<file path="src/rtl/dsi_pkg.sv">
// types and constants shared by the decimal string parser
// no dependencies
`timescale 1ns / 1ps

package dsi_pkg;

  localparam int VALUE_WIDTH = 64;
  localparam int OUT_WIDTH = 64;
  localparam int PROD_WIDTH = VALUE_WIDTH + 4;

  localparam logic [7:0] CHAR_MINUS = 8'h2d;
  localparam logic [7:0] CHAR_ZERO = 8'h30;
  localparam logic [7:0] CHAR_ONE = 8'h31;
  localparam logic [7:0] CHAR_NINE = 8'h39;

  typedef enum logic [1:0] {
    PH_START  = 2'd0,
    PH_SIGN   = 2'd1,
    PH_ZERO   = 2'd2,
    PH_DIGITS = 2'd3
  } phase_t;

  typedef enum logic [1:0] {
    ST_OK  = 2'd0,
    ST_NAN = 2'd1,
    ST_OVF = 2'd2
  } status_t;

  typedef struct packed {
    logic [7:0] char_code;
    logic       has_char;
    logic       is_last;
  } in_item_t;

  typedef struct packed {
    status_t                       status;
    logic signed [OUT_WIDTH-1:0]   parsed_value;
  } out_item_t;

  typedef struct packed {
    phase_t                  phase;
    logic                    is_negative;
    logic [VALUE_WIDTH-1:0]  acc;
    status_t                 err;
  } parse_state_t;

  localparam parse_state_t STATE_RESET = '{
    phase: PH_START,
    is_negative: 1'b0,
    acc: '0,
    err: ST_OK
  };

endpackage

</file>
<file path="src/rtl/dsi_step.sv">
// one parse step: state and one character in, next state and result out
// depends on dsi_pkg
`timescale 1ns / 1ps

module dsi_step
  import dsi_pkg::*;
(
  input  parse_state_t st,
  input  in_item_t     item,
  output parse_state_t st_nxt,
  output out_item_t    result
);

  logic                   digit;
  logic [3:0]             dval;
  logic [PROD_WIDTH-1:0]  prod;
  logic [PROD_WIDTH-1:0]  limit;
  logic [VALUE_WIDTH-1:0] half;
  logic [VALUE_WIDTH-1:0] sval;
  parse_state_t           st_upd;
  phase_t                 ph;
  status_t                status;

  assign digit = item.char_code inside {[CHAR_ZERO:CHAR_NINE]};
  assign dval = digit ? 4'(item.char_code - CHAR_ZERO) : 4'd0;

  // acc * 10 + digit, wide enough to never wrap
  assign prod = PROD_WIDTH'({st.acc, 3'b000}) + PROD_WIDTH'({2'b00, st.acc, 1'b0}) +
                PROD_WIDTH'(dval);

  assign half = {1'b1, {(VALUE_WIDTH-1){1'b0}}};
  assign limit = PROD_WIDTH'(half) - PROD_WIDTH'(!st.is_negative);

  always_comb begin
    st_upd = st;
    ph = st.phase;
    if (item.has_char && (st.err == ST_OK)) begin
      if (st.phase == PH_START) begin
        ph = PH_SIGN;
        st_upd.phase = PH_SIGN;
      end
      if ((st.phase == PH_START) && (item.char_code == CHAR_MINUS)) begin
        st_upd.is_negative = 1'b1;
      end else begin
        case (ph)
          PH_SIGN: begin
            if (item.char_code == CHAR_ZERO) begin
              st_upd.phase = PH_ZERO;
            end else if (digit) begin
              st_upd.phase = PH_DIGITS;
              st_upd.acc = VALUE_WIDTH'(dval);
            end else begin
              st_upd.err = ST_NAN;
            end
          end
          PH_ZERO: begin
            st_upd.err = ST_NAN;
          end
          default: begin
            if (!digit) begin
              st_upd.err = ST_NAN;
            end else if (prod > limit) begin
              st_upd.err = ST_OVF;
            end else begin
              st_upd.acc = prod[VALUE_WIDTH-1:0];
            end
          end
        endcase
      end
    end
  end

  always_comb begin
    status = st_upd.err;
    if ((status == ST_OK) && ((st_upd.phase == PH_START) || (st_upd.phase == PH_SIGN))) begin
      status = ST_NAN;
    end
    sval = st_upd.is_negative ? (VALUE_WIDTH'(0) - st_upd.acc) : st_upd.acc;
    result.status = status;
    result.parsed_value = (status == ST_OK) ? OUT_WIDTH'(signed'(sval)) : '0;
    st_nxt = item.is_last ? STATE_RESET : st_upd;
  end

endmodule

</file>
<file path="src/rtl/decimal_string_to_signed_int.sv">
// top level of the streaming decimal string to signed integer parser
// depends on dsi_pkg and dsi_step
//
//   channel | direction | ports                          | payload
//   in      | input     | in_valid, in_stall, in_data    | in_item_t
//   out     | output    | out_valid, out_stall, out_data | out_item_t
//
// one character transaction is taken every cycle while in_stall is low; throughput is set by the
// combinational multiply-by-ten and limit compare in dsi_step
// a result is loaded into the output register when its last character advances out of the input register
// synchronous active-low reset returns the parse state to start, no error
// out_stall holds the result register and backs up into in_stall only when a
// last character is waiting behind a result that has not been taken
`timescale 1ns / 1ps

module decimal_string_to_signed_int
  import dsi_pkg::*;
(
  input  logic      clk,
  input  logic      rst_n,
  input  logic      in_valid,
  output logic      in_stall,
  input  in_item_t  in_data,
  output logic      out_valid,
  input  logic      out_stall,
  output out_item_t out_data
);

  logic         in_valid_r;
  in_item_t     in_r;
  parse_state_t st_r;
  parse_state_t st_nxt;
  out_item_t    result;
  logic         out_valid_r;
  out_item_t    out_r;
  logic         adv;

  dsi_step u_step (
    .st     (st_r),
    .item   (in_r),
    .st_nxt (st_nxt),
    .result (result)
  );

  assign adv = in_valid_r && (!in_r.is_last || !out_valid_r || !out_stall);
  assign in_stall = in_valid_r && !adv;

  always_ff @(posedge clk) begin
    if (!rst_n) begin
      in_valid_r <= 1'b0;
      out_valid_r <= 1'b0;
      st_r <= STATE_RESET;
    end else begin
      if (!in_stall) begin
        in_valid_r <= in_valid;
      end
      if (adv) begin
        st_r <= st_nxt;
      end
      if (adv && in_r.is_last) begin
        out_valid_r <= 1'b1;
      end else if (!out_stall) begin
        out_valid_r <= 1'b0;
      end
    end
  end

  always_ff @(posedge clk) begin
    if (!in_stall) begin
      in_r <= in_data;
    end
    if (adv && in_r.is_last) begin
      out_r <= result;
    end
  end

  assign out_valid = out_valid_r;
  assign out_data = out_r;

  a_acc_only_in_digits: assert property (@(posedge clk) disable iff (!rst_n)
    (st_r.acc != '0) |-> (st_r.phase == PH_DIGITS))
    else $error("accumulator nonzero outside digit phase");

  a_err_after_char: assert property (@(posedge clk) disable iff (!rst_n)
    (st_r.err != ST_OK) |-> (st_r.phase != PH_START))
    else $error("error recorded while still at start");

  a_fail_zero_value: assert property (@(posedge clk) disable iff (!rst_n)
    (out_valid_r && (out_r.status != ST_OK)) |-> (out_r.parsed_value == '0))
    else $error("failed parse carries nonzero value");

  a_restart_after_last: assert property (@(posedge clk) disable iff (!rst_n)
    (adv && in_r.is_last) |=>
      ((st_r.phase == PH_START) && (st_r.acc == '0) && (st_r.err == ST_OK) &&
       !st_r.is_negative && out_valid_r))
    else $error("state not restarted after last character");

endmodule

</file>
<file path="config.mk">
export PLATFORM = sky130hd
export DESIGN_NAME = decimal_string_to_signed_int
export DESIGN_NICKNAME = d
export VERILOG_FILES = /design/src/rtl/dsi_pkg.sv /design/src/rtl/dsi_step.sv /design/src/rtl/decimal_string_to_signed_int.sv
export SDC_FILE = /design/constraint.sdc
export NUM_CORES = 1
export LEC_CHECK = 0
export ABC_AREA = 0
export ABC_CLOCK_PERIOD_IN_PS = 10200
export BUFFER_PORTS_ARGS = -buffer_cell sky130_fd_sc_hd__clkbuf_2
export CAP_MARGIN = 20
export CORE_MARGIN = 1.5
export CORE_UTILIZATION = 45
export CTS_CLUSTER_SIZE = 25
export DETAILED_ROUTE_END_ITERATION = 12
export GPL_ROUTABILITY_DRIVEN = 0
export PLACE_DENSITY = 0.71
export SLEW_MARGIN = 20
export SYNTH_ARGS = -nofsm -noshare
export SYNTH_HDL_FRONTEND = slang
export SYNTH_SLANG_ARGS = --single-unit
</file>
<file path="constraint.sdc">
create_clock -name clk -period 10.2 [get_ports clk]
set_clock_uncertainty 0.1 [all_clocks]
set_input_delay 0.51 -clock clk [delete_from_list [all_inputs] [get_ports clk]]
set_output_delay 0.51 -clock clk [all_outputs]
set_load 0.005 [all_outputs]
</file>
=== After elaboration in Yosys (flattened, before gate mapping) ===
Cells that the tools add are included.

* Add/subtract/negate cells: 5
* $lt $le $gt $ge: 3
* Eq/ne operators: 6
* Multiplexer cells: 24
* Reduce and logical (&&, ||, !) cells: 20

{| class="wikitable"
|+ Operators by type and width
! operator !! count
|-
| two-way mux 64 bit || 4
|-
| two-way mux 69 bit || 2
|-
| two-way mux 66 bit || 2
|-
| one-hot mux 64 bit (2 select lines) || 1
|-
| adder 67 x 65 -> 68 bit || 1
|-
| adder 68 x 4 -> 68 bit || 1
|-
| greater-than comparator 68 bit || 1
|-
| subtractor 64 x 1 -> 65 bit (first input constant) || 1
|-
| subtractor 1 x 64 -> 64 bit (first input constant) || 1
|-
| two-way mux 2 bit || 10
|-
| equality test 8 x 6 -> 1 bit (second input constant) || 2
|-
| logical NOT 2 bit || 5
|-
| greater-or-equal comparator 8 x 6 -> 1 bit (second input constant) || 1
|-
| less-or-equal comparator 8 x 6 -> 1 bit (second input constant) || 1
|-
| logical AND 1 bit || 7
|-
| logical NOT 1 bit || 5
|-
| equality test 2 x 1 -> 1 bit (second input constant) || 2
|-
| two-way mux 4 bit || 1
|-
| one-hot mux 2 bit (2 select lines) || 1
|-
| subtractor 4 x 1 -> 4 bit (second input constant) || 1
|-
| logical OR 1 bit || 3
|-
| two-way mux 1 bit || 3
|-
| equality test 2 bit (second input constant) || 1
|-
| != test 2 x 1 -> 1 bit (second input constant) || 1
|}

* Register bits after elaboration: 147
* Output and inout port bits: 68

=== Longest topological paths before layout ===
* Word-level depth: 15
* Mapped depth: 36
* Mapped depth without buffers: 33

=== Cells and area by module ===
Synthesis repeated with hierarchy kept, for this count alone.

* Cell total of the unflattened synthesis: 2,125
* Area total of the unflattened synthesis: 16,623.4 µm²

{| class="wikitable"
|+ Modules (own cells, without submodules)
! module !! times used !! cells each !! area an instance (µm²)
|-
| dsi_step || 1 || 1,738 || 11,514.8
|-
| decimal_string_to_signed_int || 1 || 387 || 5,108.6
|}

=== Worst setup path after synthesis ===
OpenSTA, ideal clock, no wires.

* Kind: register -> register
* Start: register in_r[9] (netlist bit)
* End: register out_r (netlist bit out_data[59]) (data pin)
* Library setup time: 261 ps
* Arrival: 7,963 ps
* Slack: 1,876 ps
* Cell stages (with the launch flop): 31
* Clock period less this slack: 8,324 ps
* Path through: edfxtp_1 nor3b_1 and3_1 clkbuf_1 and2_1 fa_1 fa_1 a21o_1 a221oi_2 a21oi_2 or2_1 a311oi_1 xor2_1 inv_1 ha_1 nand4_1 nor4_1 nand2_1 or3_1 mux2i_1 a31oi_1 a311o_1 or4_4 buf_6 a221o_1 nand3b_4 nor4_4 nand3_4 or3_1 o21ai_1 nand3_1

* Word-level cells in the longest chain between the ends: 14

{| class="wikitable"
|+ Ends and longest elaborated chain
! element !! line !! text
|-
| from (decl) || decimal_string_to_signed_int.sv:30 || <nowiki>in_item_t in_r;</nowiki>
|-
| from (signal assigned) || decimal_string_to_signed_int.sv:70 || <nowiki>in_r <= in_data;</nowiki>
|-
| greater-or-equal comparator 8 x 6 -> 1 bit or less-or-equal comparator 8 x 6 -> 1 bit (tied branches) || dsi_step.sv:24 || <nowiki>assign digit = item.char_code inside {[CHAR_ZERO:CHAR_NINE]};</nowiki>
|-
| logical AND 1 bit || dsi_step.sv:24 ||
|-
| two-way mux 4 bit || dsi_step.sv:25 || <nowiki>assign dval = digit ? 4'(item.char_code - CHAR_ZERO) : 4'd0;</nowiki>
|-
| adder 68 x 4 -> 68 bit || dsi_step.sv:28 || <nowiki>assign prod = PROD_WIDTH'({st.acc, 3'b000}) + PROD_WIDTH'({2'b00, st.acc, 1'b0}) +</nowiki>
|-
| greater-than comparator 68 bit || dsi_step.sv:62 || <nowiki>end else if (prod > limit) begin</nowiki>
|-
| two-way mux 2 bit || dsi_step.sv:62 ||
|-
| two-way mux 2 bit || dsi_step.sv:60 || <nowiki>if (!digit) begin</nowiki>
|-
| one-hot mux 2 bit (2 select lines) || dsi_step.sv:45 || <nowiki>case (ph)</nowiki>
|-
| two-way mux 66 bit || dsi_step.sv:42 || <nowiki>if ((st.phase == PH_START) && (item.char_code == CHAR_MINUS)) begin</nowiki>
|-
| two-way mux 69 bit * || dsi_step.sv:37 || <nowiki>if (item.has_char && (st.err == ST_OK)) begin</nowiki>
|-
| branches (longest 4 deep; another with subtractor 1 x 64 -> 64 bit) || n/a ||
|-
| to (signal assigned) || decimal_string_to_signed_int.sv:73 || <nowiki>out_r <= result;</nowiki>
|-
| to (decl) || decimal_string_to_signed_int.sv:35 || <nowiki>out_item_t out_r;</nowiki>
|}

Every way passes the cells marked *.
A chain may end at the register's enable or synchronous reset.

=== Worst setup path in the final report ===
* Start: register in_r[3] (netlist bit)
* End: register out_r (netlist bit out_data[63]) (data pin)

The elaborated chain is that of the path after synthesis.

==> impl_results.md <==
* Status: complete, no violations
* Hold Vio Cnt, Final at 0
* Critical R2R Launch: in_r[3]
* Most used DFF post-synth: edfxtp_1
* Min Clock Period, post-route at 9560 ps
* Post-Syn Area at 15100 µm²
* Final instance area at 16700 µm²
* Die Width at 186 µm
* Die height at 186 µm
* Most common cell after layout, fill and taps aside: nand2_1
* Fin crit share at 93.7%
* Max VDD drop at 109 µV
* Worst reg-to-reg path cell count at 32
* F_max at 105 MHz
* CP dominant cell by count: o21ai_0
* Port buffer count at 81
* Post-synth EDFFs at 76
* Max-cap violations at 0
* Largest net degree at the start of global routing at 68
* Drt pass-1 iters at 6
* Endpoints failing setup at 0
* Min-Delay Endpoint: in_r[8]
* CORE AREA at 32800 µm²
* # fillers at 3080
* Relative slew slack at 24.2%
* # DRC at 0
* Arr. time, crit path at 9640 ps
* Critical path peak fanout at 12
* Worst Hold Depth at 1
* Met1 Usage GRT at 39.9%
* FF/Latch Area at 3700 µm²
* Critical-path cell with the highest stage delay: or4_4
* Sink Count at 147
* Wire per inst at 20.8 µm
* Area after DPL at 16100 µm²
* Nets at 2114
* M3 GR Usage at 6.06%
* Cell Pwr Density at 81.6 nW/µm²
* Worst R2R Setup Slack at 640 ps
* Total grt overflow at 0
* CTS H-tree lvls at 4
* Cell taking the most area after synthesis: ha_1
* Syn Area/Cell at 8.15 µm²
* Clock-pin slew on the worst setup and hold paths at 60 ps
* Worst-Margin Slew at 1140 ps
* Top cells by area, synth: ha_1 (16%), edfxtp_1 (15%), dfxtp_1 (9.4%)
* Initial antenna violation count at 0
* Synth async-reset ratio at 0%
* First-pass GRT wire length at 76600 µm
* Total power at 1.36 mW
* Yosys warns at 0
* Drt initial violations at 1743
* Setup Crit Path Kind: flip-flop to flip-flop
* Gr usage total at 28.4%
* I/O pin cnt at 82
* Leakage power at 7.30 nW
* FP Rows at 66
* Top-area cell type share of the netlist area at 15.9%
* Worst-skew pair later-pin latency at 450 ps
* Startpoint types: flip-flop
* Area of the multi-input gates at 10900 µm²
* Via count at 15200
* Total CTS buffers at 17
* Hold crit path type: input port to flip-flop
* Count of final max-slew check failures at 0
* Reg2Reg Capture Point: out_data[63]
* Critical Path RT at 10280 ps
* Seq/Total Area, Yosys at 24.5%
* Global routing's busiest layer: met2
* CTS Buffer Depth at 2
* Synth Instances at 1853
* Grt met2 use at 42.4%
* Layout cells sized above 1 at 11.0%
* Vias in the first global route at 13900
* Antenna cells at 0
* Commonest non-fill, non-tap cells in the layout: nand2_1 (206), ha_1 (192), a21oi_1 (140)
* RSZ-0062 raised after global routing: no
* Net count after synthesis at 2061
* Clock root buffer: clkbuf_16
* Via/cell ratio at 6.45
* Kind of end point of the critical path: flip-flop
* Worst path max stage delay at 680 ps
* Initial Util at 46.1%
* CTS tree: done
* Final WL at 49200 µm
* ANT nets after route at 0
* Seq cells post-synth at 147
* Fin util at 50.8%
* Hold_sp: in_data[8]
* Final setup TNS at 0 ps
* Distinct cells, synth at 91
* Dpl hpwl at 38200 µm
* Synth-to-layout area growth at 10.2%
* Postcts setup bufs at 0
* DIE AREA at 34700 µm²
-- worst max-delay path: cells and delay by family (launching register included) --
kind                     cells  cell delay, ps
flip-flops                   1             440
adder cells (fa/ha/maj)      3            1110
XOR/XNOR                     1             160
multiplexers                 2             270
buffers and inverters        2             340
AO/OA/AOI/OAI               11            3170
AND/OR/NAND/NOR             13            3670
-- per-stage QoR --
step / instances / worst slack, ps / hold slack (ps)
after floorplan: 1853 / 1880 / 361
after global placement: 2329 / 777 / 382
after detailed placement: 2329 / 525 / 409
after CTS: 2361 / 532 / 140
after global routing: 2361 / 12.4 / 139
final: 2361 / 641 / 145
-- cells by family after synthesis --
logic type | Yosys count | synth area share [%]
buf+inv | 135 | 3.53
compound gates | 578 | 26.0
mux | 15 | 0.994
xor+xnor | 94 | 5.45
fa+ha+maj | 194 | 16.2
simple gates | 690 | 23.4
flops | 147 | 24.5
-- registers in the layout (all words and copies together), names as in the netlist --
| register | cells |
|---|---|
| in_valid_r | 1 |
| out_data | 66 |
| st_r | 69 |
| in_r | 10 |
| out_valid | 1 |
-- cell usage after synthesis, types with 17 or more instances --
master and count:
a21o_1 31, a21oi_1 141, a22o_1 17, a22oi_1 54
a31oi_1 26, and2_1 44, and3_1 27, clkbuf_1 72
dfxtp_1 71, edfxtp_1 76, ha_1 192, inv_1 48
nand2_1 208, nand3_1 53, nand4_1 41, nor2_1 130
nor2b_1 51, nor3_1 37, nor4_1 19, o211ai_1 21
o21ai_0 112, o31ai_1 20, xnor2_1 58, xor2_1 36
-- final cells by class --
| class | count | share of cell area [%] |
|---|---|---|
| Sequential cell | 147 | 22.2 |
| Tap cell | 442 | 3.32 |
| Clock inverter | 12 | 0.789 |
| Timing Repair Buffer | 121 | 4.24 |
| Clock buffer | 20 | 2.62 |
| Multi-Input combinational cell | 1571 | 65.7 |
| Inverter | 48 | 1.08 |
-- report_power, final --
group	internal [mW]	switching, mW	total [mW]
registers	0.629	0.00458	0.633
clock network	0.360	0.263	0.623
logic	0.0299	0.0726	0.102
total	1.02	0.340	1.36
-- timing repair --
item	in CTS	in global routing
hold buffers	0	0
setup endpoints to repair	0	24
gates resized for setup	0	4
-- worst max path at each step --
| stage | endpoint | slack, ps | startpoint |
|---|---|---|---|
| detailed placement | out_data[58] | 520 | in_r[3] |
| floorplan | out_data[59] | 1880 | in_r[9] |
| finish | out_data[63] | 640 | in_r[3] |
| global route | out_data[41] | 10 | in_r[3] |
| global placement | out_data[58] | 780 | in_r[9] |
| CTS | out_data[58] | 530 | in_r[3] |
-- metal layers --
metal  up-vias  part of all wire [%]  wire, µm
met4         0                   3.5      1750
met5         -                     0         0
met3       132                    11      5180
met1      7139                    44     21900
met2       817                    42     20400
li1       7138                     -         -
Note: power is estimated with default switching activity, not from simulation.
